`src/hw/rtl/assert_macros.svh`:
```
// Assertion macros for the RTL files that check their own logic.
`ifndef ASSERT_MACROS_SVH
`define ASSERT_MACROS_SVH
`ifndef ASSERT_OFF
`define CSVT_ASSERT(label, cond, msg) \
  label: assert property (@(posedge clk) disable iff (!rst_n) (cond)) else $error(msg);
`define CSVT_ASSERT_IMP(label, ante, cons, msg) \
  label: assert property (@(posedge clk) disable iff (!rst_n) (ante) |-> (cons)) else $error(msg);
`else
`define CSVT_ASSERT(label, cond, msg)
`define CSVT_ASSERT_IMP(label, ante, cons, msg)
`endif
`endif

```
`src/hw/rtl/csvt_pkg.sv`:
```
// Types and constants shared by the CSV record tokenizer modules.
package csvt_pkg;

  localparam logic [7:0] CHAR_QUOTE = 8'h22;
  localparam logic [7:0] CHAR_COMMA = 8'h2C;
  localparam logic [7:0] CHAR_LF    = 8'h0A;
  localparam logic [7:0] CHAR_CR    = 8'h0D;

  localparam int unsigned CR_CNT_W   = 4;
  localparam int unsigned CR_CNT_MAX = 15;

  localparam int unsigned FIFO_DEPTH = 4;
  localparam int unsigned FIFO_AW    = 2;

  typedef enum logic [1:0] {
    KIND_DATA       = 2'd0,
    KIND_FIELD_END  = 2'd1,
    KIND_RECORD_END = 2'd2
  } kind_t;

  typedef struct packed {
    logic [CR_CNT_W-1:0] cr_cnt;
    logic                lost;
    logic                has_item;
    kind_t               kind;
    logic [7:0]          data;
  } cmd_t;

  typedef struct packed {
    logic full;
    logic nonempty;
  } fifo_stat_t;

endpackage

```
`src/hw/rtl/csvt_fifo.sv`:
```
// Short command queue between the classifying front end and the result back end.
module csvt_fifo (
  input  logic                clk,
  input  logic                rst_n,
  input  logic                push,
  input  csvt_pkg::cmd_t      push_cmd,
  input  logic                pop,
  output csvt_pkg::cmd_t      head_cmd,
  output csvt_pkg::fifo_stat_t stat
);

  csvt_pkg::cmd_t                 mem_r [csvt_pkg::FIFO_DEPTH];
  logic [csvt_pkg::FIFO_AW-1:0]   wr_ptr_r, wr_ptr_nxt;
  logic [csvt_pkg::FIFO_AW-1:0]   rd_ptr_r, rd_ptr_nxt;
  logic [csvt_pkg::FIFO_AW:0]     count_r, count_nxt;

  always_comb begin
    wr_ptr_nxt = push ? csvt_pkg::FIFO_AW'(wr_ptr_r + 1'b1) : wr_ptr_r;
    rd_ptr_nxt = pop ? csvt_pkg::FIFO_AW'(rd_ptr_r + 1'b1) : rd_ptr_r;
    count_nxt  = count_r;
    if (push && !pop) begin
      count_nxt = (csvt_pkg::FIFO_AW+1)'(count_r + 1'b1);
    end else if (pop && !push) begin
      count_nxt = (csvt_pkg::FIFO_AW+1)'(count_r - 1'b1);
    end
  end

  always_ff @(posedge clk) begin
    if (!rst_n) begin
      wr_ptr_r <= '0;
      rd_ptr_r <= '0;
      count_r  <= '0;
    end else begin
      wr_ptr_r <= wr_ptr_nxt;
      rd_ptr_r <= rd_ptr_nxt;
      count_r  <= count_nxt;
    end
  end

  always_ff @(posedge clk) begin
    if (push) begin
      mem_r[wr_ptr_r] <= push_cmd;
    end
  end

  assign head_cmd      = mem_r[rd_ptr_r];
  assign stat.full     = (count_r == (csvt_pkg::FIFO_AW+1)'(csvt_pkg::FIFO_DEPTH));
  assign stat.nonempty = (count_r != '0);

endmodule

```
`src/hw/rtl/csvt_front.sv`:
```
// Front end: accepts text bytes, tracks quoting and held carriage returns, queues commands.
module csvt_front #(
  parameter int unsigned MAX_HELD_CR = 15
) (
  input  logic                 clk,
  input  logic                 rst_n,
  input  logic                 in_valid,
  output logic                 in_ready,
  input  logic [7:0]           in_text_byte,
  input  logic                 in_text_end,
  input  logic                 cfg_we,
  input  logic                 cfg_wdata,
  input  csvt_pkg::fifo_stat_t fifo_stat,
  output logic                 push,
  output csvt_pkg::cmd_t       push_cmd
);

  localparam logic [csvt_pkg::CR_CNT_W-1:0] HOLD_CAP =
    (MAX_HELD_CR > csvt_pkg::CR_CNT_MAX) ? csvt_pkg::CR_CNT_W'(csvt_pkg::CR_CNT_MAX)
                                         : csvt_pkg::CR_CNT_W'(MAX_HELD_CR);

  logic                          skip_r;
  logic                          quoted_r, quoted_nxt;
  logic                          pending_r, pending_nxt;
  logic [csvt_pkg::CR_CNT_W-1:0] held_r, held_nxt;
  logic                          ovf_r, ovf_nxt;
  logic                          nonempty_r, nonempty_nxt;
  logic                          first_r, first_nxt;
  logic                          quoted_eff;
  logic                          muted;
  logic                          accept;
  csvt_pkg::cmd_t                cmd;

  assign in_ready = !fifo_stat.full;
  assign accept   = in_valid && in_ready;
  assign muted    = skip_r && first_r;

  always_comb begin
    quoted_nxt   = quoted_r;
    pending_nxt  = pending_r;
    held_nxt     = held_r;
    ovf_nxt      = ovf_r;
    nonempty_nxt = nonempty_r;
    first_nxt    = first_r;
    quoted_eff   = quoted_r && !pending_r;
    cmd          = '0;
    cmd.kind     = csvt_pkg::KIND_DATA;
    if (in_text_end) begin
      cmd.has_item = nonempty_r;
      cmd.kind     = csvt_pkg::KIND_RECORD_END;
      quoted_nxt   = 1'b0;
      pending_nxt  = 1'b0;
      held_nxt     = '0;
      ovf_nxt      = 1'b0;
      nonempty_nxt = 1'b0;
      first_nxt    = 1'b1;
    end else if (pending_r && in_text_byte == csvt_pkg::CHAR_QUOTE) begin
      pending_nxt  = 1'b0;
      nonempty_nxt = 1'b1;
      cmd.has_item = 1'b1;
      cmd.data     = csvt_pkg::CHAR_QUOTE;
    end else begin
      pending_nxt = 1'b0;
      quoted_nxt  = quoted_eff;
      if (in_text_byte == csvt_pkg::CHAR_CR) begin
        if (held_r < HOLD_CAP) begin
          held_nxt = csvt_pkg::CR_CNT_W'(held_r + 1'b1);
        end else begin
          ovf_nxt = 1'b1;
        end
      end else if (in_text_byte == csvt_pkg::CHAR_LF && !quoted_eff) begin
        cmd.has_item = nonempty_r;
        cmd.kind     = csvt_pkg::KIND_RECORD_END;
        quoted_nxt   = 1'b0;
        held_nxt     = '0;
        ovf_nxt      = 1'b0;
        nonempty_nxt = 1'b0;
        first_nxt    = 1'b0;
      end else begin
        cmd.cr_cnt   = held_r;
        cmd.lost     = ovf_r;
        held_nxt     = '0;
        ovf_nxt      = 1'b0;
        nonempty_nxt = 1'b1;
        if (in_text_byte == csvt_pkg::CHAR_QUOTE) begin
          if (quoted_eff) begin
            pending_nxt = 1'b1;
          end else begin
            quoted_nxt = 1'b1;
          end
        end else if (in_text_byte == csvt_pkg::CHAR_COMMA && !quoted_eff) begin
          cmd.has_item = 1'b1;
          cmd.kind     = csvt_pkg::KIND_FIELD_END;
        end else begin
          cmd.has_item = 1'b1;
          cmd.data     = in_text_byte;
        end
      end
    end
  end

  assign push     = accept && !muted && (cmd.cr_cnt != '0 || cmd.has_item);
  assign push_cmd = cmd;

  always_ff @(posedge clk) begin
    if (!rst_n) begin
      skip_r     <= 1'b1;
      quoted_r   <= 1'b0;
      pending_r  <= 1'b0;
      held_r     <= '0;
      ovf_r      <= 1'b0;
      nonempty_r <= 1'b0;
      first_r    <= 1'b1;
    end else begin
      if (cfg_we) begin
        skip_r <= cfg_wdata;
      end
      if (accept) begin
        quoted_r   <= quoted_nxt;
        pending_r  <= pending_nxt;
        held_r     <= held_nxt;
        ovf_r      <= ovf_nxt;
        nonempty_r <= nonempty_nxt;
        first_r    <= first_nxt;
      end
    end
  end

endmodule

```
`src/hw/rtl/csvt_back.sv`:
```
// Back end: expands each queued command into released carriage returns and its final result.
module csvt_back (
  input  logic                 clk,
  input  logic                 rst_n,
  input  csvt_pkg::fifo_stat_t fifo_stat,
  input  csvt_pkg::cmd_t       head_cmd,
  output logic                 pop,
  output logic                 out_valid,
  input  logic                 out_ready,
  output logic [1:0]           out_item_kind,
  output logic [7:0]           out_field_byte,
  output logic                 out_run_last,
  output logic                 out_cr_lost
);

  logic                          valid_r, valid_nxt;
  logic [1:0]                    kind_r;
  logic [7:0]                    byte_r;
  logic                          last_r;
  logic                          lost_r;
  logic [csvt_pkg::CR_CNT_W-1:0] done_r, done_nxt;
  logic                          load;
  logic                          emit_cr;
  logic                          res_last;
  logic [1:0]                    res_kind;
  logic [7:0]                    res_byte;

  assign load    = fifo_stat.nonempty && (!valid_r || out_ready);
  assign emit_cr = (done_r != head_cmd.cr_cnt);

  always_comb begin
    if (emit_cr) begin
      res_kind = csvt_pkg::KIND_DATA;
      res_byte = csvt_pkg::CHAR_CR;
      res_last = (csvt_pkg::CR_CNT_W'(done_r + 1'b1) == head_cmd.cr_cnt) && !head_cmd.has_item;
    end else begin
      res_kind = head_cmd.kind;
      res_byte = (head_cmd.kind == csvt_pkg::KIND_DATA) ? head_cmd.data : 8'h00;
      res_last = 1'b1;
    end
    pop       = load && res_last;
    done_nxt  = done_r;
    if (load) begin
      done_nxt = res_last ? '0 : csvt_pkg::CR_CNT_W'(done_r + 1'b1);
    end
    valid_nxt = load ? 1'b1 : (out_ready ? 1'b0 : valid_r);
  end

  always_ff @(posedge clk) begin
    if (!rst_n) begin
      valid_r <= 1'b0;
      done_r  <= '0;
    end else begin
      valid_r <= valid_nxt;
      done_r  <= done_nxt;
    end
  end

  always_ff @(posedge clk) begin
    if (load) begin
      kind_r <= res_kind;
      byte_r <= res_byte;
      last_r <= res_last;
      lost_r <= head_cmd.lost;
    end
  end

  assign out_valid      = valid_r;
  assign out_item_kind  = kind_r;
  assign out_field_byte = byte_r;
  assign out_run_last   = last_r;
  assign out_cr_lost    = lost_r;

endmodule

```
`src/hw/rtl/csv_record_tokenizer_unit.sv`:
```
// Top level of the CSV record tokenizer: front end, command queue, back end and checks.
//
// The input channel (in_valid/in_ready) takes one text byte per request, with
// in_text_end marking the end of the text. The output channel (out_valid/out_ready)
// gives one result per request: a data byte, an end of field or an end of record,
// with out_run_last on the last result caused by an input request.
// cfg_we writes cfg_wdata into skip_first_record; while it is 1 the header record
// gives no results.
// An accepted input passes the command queue and the output register before its
// first result is offered. Throughput is one input per cycle while each input gives
// at most one result and out_ready stays high; an input that releases held carriage
// returns gives a burst of results, which the four-entry command queue absorbs before
// in_ready drops. Reset clears quoting and held carriage returns, sets
// skip_first_record to 1 and empties the queue. When the receiver stalls, the current
// result holds in the output register, the queue fills, and then in_ready goes low.
`include "assert_macros.svh"

module csv_record_tokenizer_unit #(
  parameter int unsigned MAX_HELD_CR = 15
) (
  input  logic       clk,
  input  logic       rst_n,
  input  logic       in_valid,
  output logic       in_ready,
  input  logic [7:0] in_text_byte,
  input  logic       in_text_end,
  output logic       out_valid,
  input  logic       out_ready,
  output logic [1:0] out_item_kind,
  output logic [7:0] out_field_byte,
  output logic       out_run_last,
  output logic       out_cr_lost,
  input  logic       cfg_we,
  input  logic       cfg_wdata
);

  csvt_pkg::fifo_stat_t fifo_stat;
  csvt_pkg::cmd_t       push_cmd;
  csvt_pkg::cmd_t       head_cmd;
  logic                 push;
  logic                 pop;
  logic                 kind_ok;
  logic                 is_marker;

  csvt_front #(
    .MAX_HELD_CR(MAX_HELD_CR)
  ) u_front (
    .clk          (clk),
    .rst_n        (rst_n),
    .in_valid     (in_valid),
    .in_ready     (in_ready),
    .in_text_byte (in_text_byte),
    .in_text_end  (in_text_end),
    .cfg_we       (cfg_we),
    .cfg_wdata    (cfg_wdata),
    .fifo_stat    (fifo_stat),
    .push         (push),
    .push_cmd     (push_cmd)
  );

  csvt_fifo u_fifo (
    .clk      (clk),
    .rst_n    (rst_n),
    .push     (push),
    .push_cmd (push_cmd),
    .pop      (pop),
    .head_cmd (head_cmd),
    .stat     (fifo_stat)
  );

  csvt_back u_back (
    .clk            (clk),
    .rst_n          (rst_n),
    .fifo_stat      (fifo_stat),
    .head_cmd       (head_cmd),
    .pop            (pop),
    .out_valid      (out_valid),
    .out_ready      (out_ready),
    .out_item_kind  (out_item_kind),
    .out_field_byte (out_field_byte),
    .out_run_last   (out_run_last),
    .out_cr_lost    (out_cr_lost)
  );

  assign kind_ok   = (out_item_kind == csvt_pkg::KIND_DATA) ||
                     (out_item_kind == csvt_pkg::KIND_FIELD_END) ||
                     (out_item_kind == csvt_pkg::KIND_RECORD_END);
  assign is_marker = out_valid && (out_item_kind != csvt_pkg::KIND_DATA);

  `CSVT_ASSERT_IMP(a_no_push_full, push, !fifo_stat.full, "push into full queue")
  `CSVT_ASSERT_IMP(a_no_pop_empty, pop, fifo_stat.nonempty, "pop from empty queue")
  `CSVT_ASSERT_IMP(a_kind_legal, out_valid, kind_ok, "illegal result kind")
  `CSVT_ASSERT_IMP(a_marker_zero, is_marker, out_field_byte == 8'h00, "marker carries a byte")

endmodule
```
`config.mk`:
```
export PLATFORM = sky130hd
export DESIGN_NAME = csv_record_tokenizer_unit
export DESIGN_NICKNAME = d
export VERILOG_FILES = /design/src/hw/rtl/csvt_pkg.sv /design/src/hw/rtl/csvt_fifo.sv /design/src/hw/rtl/csvt_front.sv /design/src/hw/rtl/csvt_back.sv /design/src/hw/rtl/csv_record_tokenizer_unit.sv
export VERILOG_INCLUDE_DIRS = /design/src /design/src/hw/rtl
export SDC_FILE = /design/constraint.sdc
export NUM_CORES = 1
export LEC_CHECK = 0
export ABC_AREA = 1
export BUFFER_PORTS_ARGS = -buffer_cell sky130_fd_sc_hd__buf_2
export CORE_MARGIN = 3
export CORE_UTILIZATION = 45
export CTS_CLUSTER_DIAMETER = 50
export DETAILED_ROUTE_END_ITERATION = 10
export PLACE_DENSITY = 0.71
export SLEW_MARGIN = 20
export SYNTH_ARGS = -nofsm -noshare
export SYNTH_HDL_FRONTEND = slang
export SYNTH_HIERARCHICAL = 1
export SYNTH_SLANG_ARGS = --single-unit
```
`constraint.sdc`:
```
create_clock -name clk -period 4.3 [get_ports clk]
set_input_delay 0.86 -clock clk [delete_from_list [all_inputs] [get_ports clk]]
set_output_delay 0.86 -clock clk [all_outputs]
set_load 0.02 [all_outputs]
```
# Word level (Yosys, flattened, before mapping)
# Memory sizes are Yosys's and may differ from the RTL's. A register that Yosys moved wholly into a read port is not among the register bits.
# Index checks and enable logic that the tools add are counted.
[totals]
out_inout_bits = 14
mem_count = 1
register_bits = 34
input_bits = 15
ramBits = 64
word_cells = 125
[memory_table]
columns = ["memory", "words", "width", "rd", "rd_clocked_by_memory_dff", "wr", "line_no", "source"]
rows = [
  ["u_fifo.mem_r", 4, 16, 1, 1, 1, "csvt_fifo.sv:12", "csvt_pkg::cmd_t mem_r [csvt_pkg::FIFO_DEPTH];"],
]
[op_classes]
n_reduce_logical = 35
addsub = 6
order_cmp = 1
n_mux = 52
bitwise = 1
n_eq_ne = 12
[ops]
columns = ["operator", "count"]
rows = [
  ["2-to-1 mux 8 bit", 4],
  ["2-to-1 mux 1 bit", 30],
  ["2-to-1 mux 4 bit", 6],
  ["equality test 8 x 4 -> 1 bit, second input constant", 2],
  ["equality test 8 x 6 -> 1 bit, second input constant", 2],
  ["2-to-1 mux 16 bit", 1],
  ["2-to-1 mux 5 bit", 3],
  ["logical AND 1 bit", 13],
  ["2-to-1 mux 3 bit", 4],
  ["2-to-1 mux 11 bit", 1],
  ["adder 4 x 1 -> 4 bit, second input constant", 2],
  ["zero test 1 bit", 8],
  ["2-to-1 mux 2 bit", 3],
  ["inequality test 3 bit, second input constant", 2],
  ["AND reduction 3 bit", 2],
  ["nonzero test 2 bit", 3],
  ["adder 2 x 1 -> 2 bit, second input constant", 2],
  ["equality test 4 bit", 1],
  ["less-than comparator 4 bit, second input constant", 1],
  ["inequality test 2 bit, second input constant", 2],
  ["inequality test 4 bit", 1],
  ["AND reduction 2 bit", 2],
  ["AND reduction 4 bit", 1],
  ["nonzero test 4 bit", 1],
  ["9 further kinds", 10],
]

# Longest topological paths before layout
# Gate-level depths: netlist of the first run.
[depth]
depth_word = 17
ltp_mapped = 24
depth_no_buf = 23

# Hierarchy
# The synthesis of the first run kept the hierarchy.
[by_module_without_submodules]
columns = ["mod", "area_each_um2", "cells_per_inst", "n_inst", "seq_area_each_um2"]
rows = [
  ["csvt_fifo", 2800.2, 213, 1, 2102.0],
  ["csvt_back", 837.1, 100, 1, 460.4],
  ["csvt_front", 830.8, 141, 1, 200.2],
]

# Least setup slack after synthesis of the first run
# No wires, ideal clock.
[synth_path]
kind = "in2reg"
from = "input port in_text_byte[4]"
to = "register u_fifo/count_r[1] (netlist name)"
path_stages = 13
arrival_time_ns = 2.591
t_required_ns = 4.184
setup_time_ns = 0.116
slack_ns = 1.593
path_buffers = 0
cell_sequence = "nor2_1 nand2_2 nor3_4 nor2_1 o21ai_0 nand3_1 nand2_1 inv_1 ha_1 inv_1 fa_1 o21ai_0 nor2_1"
[synth_via]
word_cells_on_any_way = 21
cone_classes = "3 x eq/ne; 9 x mux; 9 x reduce/logical"
[synth_lines]
columns = ["element", "line_no", "source"]
rows = [
  ["start, declared", "csv_record_tokenizer_unit.sv:25", "input logic [7:0] in_text_byte,"],
  ["equality test 8 x 4 -> 1 bit", "csvt_front.sv:71", "end else if (in_text_byte == csvt_pkg::CHAR_LF && !quoted_eff) begin"],
  ["logical AND 1 bit", "csvt_front.sv:71", ""],
  ["2-to-1 mux 5 bit", "csvt_front.sv:71", ""],
  ["2-to-1 mux 16 bit", "csvt_front.sv:65", "if (in_text_byte == csvt_pkg::CHAR_CR) begin"],
  ["2-to-1 mux 5 bit", "csvt_front.sv:57", "end else if (pending_r && in_text_byte == csvt_pkg::CHAR_QUOTE) begin"],
  ["2-to-1 mux 5 bit", "csvt_front.sv:48", "if (in_text_end) begin"],
  ["nonzero test 4 bit", "csvt_front.sv:102", "assign push = accept && !muted && (cmd.cr_cnt != '0 || cmd.has_item);"],
  ["logical OR 1 bit (*)", "csvt_front.sv:102", ""],
  ["logical AND 1 bit (*)", "csvt_front.sv:102", ""],
  ["net push", "csv_record_tokenizer_unit.sv:40", "logic push;"],
  ["logical AND 1 bit (*)", "csvt_fifo.sv:21", "if (push && !pop) begin"],
  ["2-to-1 mux 3 bit (*)", "csvt_fifo.sv:21", ""],
  ["net u_fifo.count_nxt (one bit)", "csvt_fifo.sv:15", "logic [csvt_pkg::FIFO_AW:0] count_r, count_nxt;"],
  ["end signal, assigned", "csvt_fifo.sv:36", "count_r <= count_nxt;"],
  ["end, declared", "csvt_fifo.sv:15", ""],
]
# The timed path passes the listed nets; every way through them passes the cells marked *.
# A chain may end at the register's enable or synchronous reset.

==> impl_metrics.yaml, run 1 <==
die:
  core_area_um2: 9460
  die_area_um2: 11200
  ios: 29
  die_h_um: 106
  rows: 35
  initial_utilization_pct: 47.2
  die_w_um: 106
place:
  dp_hpwl_um: 5700
  placed_area_um2: 4730
  place_ws_ns: 1.14
  routabilityCongestion: 0.807
  port_buffers: 28
layout:
  drive_above_1_share_pct: 14.7
  diodes: 0
  area_delta_synth_final_pct: 10.6
  fin_nets: 509
  post-route-cell-area_um2: 4940
sta:
  grt_setup_unrepaired: "false"
  setup_ws_ns: 1.24
  slew_headroom_pct: 49.8
  hold_viol_final: 0
  setup_violations: 0
  worst_slew_pin_slew_ns: 0.752
  fin_skew_ns: 0.0146
  slew_viol_final: 0
  max_freq_mhz: 327
  fin_crit_sh_pct: 71.2
  min_period_ns: 3.06
  setup_tns_ns: 0
status:
  status: "complete, no violations"
clock_network:
  htree_levels: 3
  cts_root_buf: "clkbuf_8"
  cts_buffer_depth: 2
  cts_tree: "yes"
  cts_buffers: 9
  hold_buffers: 0
  cts_sinks: 100
  cts_resized: 0
  clk_latency_ns: 0.37
  post-cts-setup-buffers: 0
  clk_pin_slew_ns: 0.10
routing:
  post_drt_wl_per_cell_um: 13.5
  first_pass_iters: 4
  vias: 3086
  vias_per_cell: 4.98
  post-route-drc-count: 0
  wl_um: 8350
  ant_nets: 0
  drt_iter0_drc: 182
synthesis:
  synthCells: 454
  syn_avg_cell_area_um2: 9.84
  syn_nets: 477
  ys_seq_elements: 100
  yosysSeqAreaShare_pct: 61.8
  synth_cell_types: 30
  synth_area_um2: 4470
  ys_warn_count: 6
worst_setup_path:
  ff2ff_setup_slack_ns: 1.24
  cpMostUsedCell: "inv_1"
  cp.required_ns: 4.57
  slowest_delay_ns: 0.72
  crit_path_cell_trace: "inv_2 > o21ai_1 > o22ai_1 > inv_1 > nand2_1 > a22oi_1 > nand2_2 > nand2_2 > nand2_2 > inv_1 > inv_1 > ha_1 > inv_1 > fa_1 > o21ai_0 > nor2_1"
  startpoint_type: "flop"
  worst_setup_path_end_kind: "flop"
  slowest_stage: "dfxtp_1"
  worstSetupPathType: "reg -> reg"
  cp.arrival_ns: 3.33
  critPathMaxFanout: 17
power_and_ir_drop:
  vdd_drop_max_v: 0.000201
  p_per_area_nw_per_um2: 418
  p_leak_nw: 2.01
global_route:
  grt_pass1_wl_um: 14200
  grtUsageMet1_pct: 20.2
  antenna_found_initial: 0
  top_usage_layer: "met2"
  use_met3_pct: 3.74
  grt_pass1_vias: 2996
  grt-ovfl-total: 0
  grt_max_degree: 33
  grt_usage_pct: 15.9
  met2_usage_pct: 27.0
worst_hold_path:
  min-delay-path-class: "reg -> reg"
run:
  cap_violations: 0
-- per-layer routing --
layer / part of all wire (%) / wire length, µm / up-vias
li1: - / - / 1573
met1: 45 / 3740 / 1456
met2: 50 / 4210 / 51
met3: 3.9 / 327 / 6
met4: 0.92 / 77 / 0
met5: 0 / 0 / -
-- sequential cells by signal, summed over array words and instances (netlist names), named ones only --
| register | flops |
|---|---|
| u_fifo/wr_ptr_r | 2 |
| u_back/out_item_kind | 2 |
| u_front/held_r | 4 |
| u_fifo/mem_r | 64 |
| u_back/out_valid | 1 |
| u_front/ovf_r | 1 |
| u_back/out_cr_lost | 1 |
| u_back/out_run_last | 1 |
| u_front/pending_r | 1 |
| u_front/nonempty_r | 1 |
| u_front/quoted_r | 1 |
| u_front/skip_r | 1 |
| u_fifo/rd_ptr_r | 2 |
| u_fifo/count_r | 3 |
| u_front/first_r | 1 |
| u_back/done_r | 4 |
| u_back/out_field_byte | 8 |
-- worst max-delay path: cells and delay by family (launching register included) --
| kind | cells | cell delay [ns] |
|---|---|---|
| and+or+nand+nor | 5 | 0.43 |
| AOI/OAI and AO/OA | 4 | 0.62 |
| buffers and inverters | 5 | 0.60 |
| DFF | 1 | 0.72 |
| adders and majority gates | 2 | 0.59 |
-- area by class of cell --
type / count / area (µm²)
Fill cell: 863 / 4520
Clock buffer: 9 / 124
Inverter: 71 / 267
Clock inverter: 7 / 83.8
Tap cell: 129 / 161
Multi-Input combinational cell: 275 / 1390
Timing Repair Buffer: 29 / 148
Sequential cell: 100 / 2760
-- through the flow --
| step | util [%] | std cells | hold WS, ns | power (W) |
|---|---|---|---|---|
| 5_1_grt | 52.2 | 620 | 0.495 | 0.00217 |
| 6_report | 52.2 | 620 | 0.452 | 0.00207 |
| 3_5_place_dp | 50.0 | 604 | 0.435 | 0.00148 |
| 2_1_floorplan | - | 454 | 0.412 | 0.00139 |
| 3_3_place_gp | 50.0 | 604 | 0.440 | 0.00147 |
| 4_1_cts | 52.2 | 620 | 0.454 | 0.00209 |
-- final timing paths --
path	start	to	depth (start not counted)
worst max-delay path	flop	u_fifo/count_r[1]	16
worst min-delay path	u_fifo/rd_ptr_r[1]	u_fifo/rd_ptr_r[1]	1
worst max register to register	flop	u_fifo/count_r[1]	16
worst min register to register	u_fifo/rd_ptr_r[1]	u_fifo/rd_ptr_r[1]	1
-- where the power goes --
part / internal [W] / switching (W) / leakage [nW] / total [W]
sequential: 0.00111 / 0.0000286 / 0.887 / 0.00114
combinational: 0.0000952 / 0.000224 / 1.02 / 0.000320
clock: 0.000279 / 0.000330 / 0.107 / 0.000609
-- layout by cell type, fill, tap and decap left out, drive strengths merged --
cell	count
dfxtp	24
edfxtp	76
clkbuf	9
bufinv	1
clkinv	5
a22oi	1
nand4	4
nand2	72
nor2	83
buf	29
fa	1
a21boi	1
nor3	8
inv	72
xor2	5
o211ai	2
nand3	12
a21oi	14
ha	7
o21ai	49
o22ai	16
-- kinds of logic after synthesis --
kind of cell,after synthesis,synth area share [%]
adder cells (fa/ha/maj),8,2.41
AO/OA/AOI/OAI,83,10.1
flip-flops,100,61.8
buffers and inverters,79,6.97
AND/OR/NAND/NOR,179,17.7
XOR/XNOR,5,0.980
-- synthesized netlist by cell type --
cell | number | share of area, %
inv_2 | 7 | 0.59
o22ai_1 | 16 | 2.2
nor2_8 | 1 | 0.45
o211ai_1 | 2 | 0.34
a21boi_0 | 1 | 0.17
nor2_1 | 79 | 6.6
clkinv_1 | 1 | 0.084
xor2_1 | 5 | 0.98
nand3_1 | 12 | 1.3
a21oi_2 | 1 | 0.20
nor3_4 | 1 | 0.36
nand2_4 | 2 | 0.50
buf_4 | 2 | 0.34
o21ai_1 | 30 | 3.4
nand2_1 | 59 | 5.0
a21oi_1 | 13 | 1.5
nor2_4 | 1 | 0.25
nand2_2 | 11 | 1.5
a22oi_1 | 1 | 0.17
fa_1 | 1 | 0.45
o21ai_2 | 1 | 0.20
edfxtp_1 | 76 | 51
ha_1 | 7 | 2.0
buf_2 | 6 | 0.67
inv_1 | 63 | 5.3
nor2_2 | 2 | 0.28
o21ai_0 | 18 | 2.0
dfxtp_1 | 24 | 11
nor3_1 | 7 | 0.78
nand4_1 | 4 | 0.56
Note: power is estimated with default switching activity, not from simulation.
==> run 2: changes to the inputs <==
clock period = 3.1 ns   (was 4.3 ns; I/O delays follow)
==> impl_metrics.yaml, run 2 (synthesized netlist as in run 1, its figures left out) <==
global_route:
  grt_pass1_vias: 2880
  grt_usage_pct: 15.3
  grt_max_degree: 18
  grt-ovfl-total: 0
  use_met3_pct: 2.39
  grtUsageMet1_pct: 20.4
  met2_usage_pct: 25.5
  antenna_found_initial: 0
  grt_pass1_wl_um: 13700
  top_usage_layer: "met2"
worst_setup_path:
  slowest_delay_ns: 0.57
  cp.arrival_ns: 3.04
  rr_worst_depth: 15
  critPathMaxFanout: 12
  startpoint_type: "flop"
  ff2ff_setup_slack_ns: 0.31
  worst_setup_path_end_kind: "flop"
  cp.required_ns: 3.35
  worstSetupPathType: "reg -> reg"
  slowest_stage: "dfxtp_1"
  crit_path_cell_trace: "inv_2 > o21ai_0 > o22ai_1 > xor2_1 > nor2_1 > nand2_2 > nand2_2 > nand2_2 > inv_1 > inv_1 > ha_1 > inv_1 > fa_1 > o21ai_0 > nor2_1"
layout:
  fin_nets: 522
  mostFrequentLayoutCells: "nor2_1 (79), edfxtp_1 (76), inv_1 (63), nand2_1 (59), o21ai_1 (30)"
  regMostFlops: "u_fifo/mem_r"
  final_util_pct: 53.1
  drive_above_1_share_pct: 16.7
  post-route-cell-area_um2: 5030
  diodes: 0
  largest_register_ffs: 64
  fillers: 848
  final_common_cell: "nor2_1"
  area_delta_synth_final_pct: 12.5
sta:
  grt_setup_unrepaired: "false"
  slew_headroom_pct: 60.6
  hold_viol_final: 0
  max_freq_mhz: 359
  worst_slew_pin_slew_ns: 0.586
  min_period_ns: 2.79
  setup_tns_ns: 0
  slew_viol_final: 0
  setup_violations: 0
  fin_crit_sh_pct: 89.9
  fin_skew_ns: 0.00791
die:
  rows: 35
  die_area_um2: 11200
  die_h_um: 106
  die_w_um: 106
  initial_utilization_pct: 47.2
  ios: 29
  core_area_um2: 9460
routing:
  ant_nets: 0
  post-route-drc-count: 0
  vias: 3103
  vias_per_cell: 4.90
  first_pass_iters: 4
  drt_iter0_drc: 193
  wl_um: 8110
  post_drt_wl_per_cell_um: 12.8
worst_hold_path:
  hold_depth: 1
  min-delay-path-class: "reg -> reg"
clock_network:
  cts_buffer_depth: 2
  cts_tree: "yes"
  hold_buffers: 0
  cts_sinks: 100
  cts_buffers: 9
  cts_resized: 0
  post-cts-setup-buffers: 0
  clk_latency_ns: 0.35
  cts_root_buf: "clkbuf_8"
  htree_levels: 3
  clk_pin_slew_ns: 0.09
place:
  routabilityCongestion: 0.823
  dp_hpwl_um: 5960
  port_buffers: 28
  placed_area_um2: 4830
power_and_ir_drop:
  p_leak_nw: 2.06
  p_per_area_nw_per_um2: 567
  vdd_drop_max_v: 0.000312
status:
  status: "complete, no violations"
run:
  cap_violations: 0
==> run 2: changes by cell type in the layout (fill, tap and decap cells not counted), sizes merged <==
| cell | previous run | this run |
|---|---|---|
| buf | 29 | 42 |
| clkinvlp | 0 | 3 |
| clkinv | 5 | 2 |
==> run 2: worst paths after layout <==
path	start	end
worst max-delay path	flop	u_fifo/count_r[1]
worst min-delay path	u_fifo/rd_ptr_r[1]	u_fifo/rd_ptr_r[1]
worst max register to register	flop	u_fifo/count_r[1]
worst min register to register	u_fifo/rd_ptr_r[1]	u_fifo/rd_ptr_r[1]
==> run 2: critical path: cells and delay by family, from the launching register on <==
kind                     cells  cell delay (ns)
AO/OA/AOI/OAI                3             0.54
AND/OR/NAND/NOR              5             0.40
adder cells (fa/ha/maj)      2             0.59
XOR/XNOR                     1             0.16
buffers and inverters        4             0.40
flip-flops                   1             0.57
==> run 2: area by class of cell <==
type                       count  area (µm²)  share of cell area [%]
sequential                   100        2760                    55.0
tap                          129         161                    3.21
multi-input combinational    275        1390                    27.7
timing repair buffer          42         245                    4.88
inverter                      71         267                    5.30
clock buffer                   9         124                    2.46
clock inverter                 7        73.8                    1.47
==> run 2: routing by layer <==
layer / up-vias / wire length [µm]
li1: 1599 / -
met1: 1451 / 3740
met2: 51 / 3980
met3: 2 / 353
met4: 0 / 40
met5: - / 0
==> run 2: through the flow <==
stage	std cells	setup WS, ns	hold WS (ns)	total power (W)
global route	633	0.00364	0.472	0.00300
CTS	633	0.317	0.453	0.00287
global placement	617	0.303	0.426	0.00205
detailed placement	617	0.243	0.440	0.00207
floorplan	454	0.633	0.412	0.00192
finish	633	0.312	0.458	0.00285
==> run 2: report_power, final <==
part | total [W] | switching (W) | internal, W
sequential | 0.00158 | 0.0000414 | 0.00154
clock | 0.000816 | 0.000440 | 0.000376
combinational | 0.000455 | 0.000307 | 0.000149
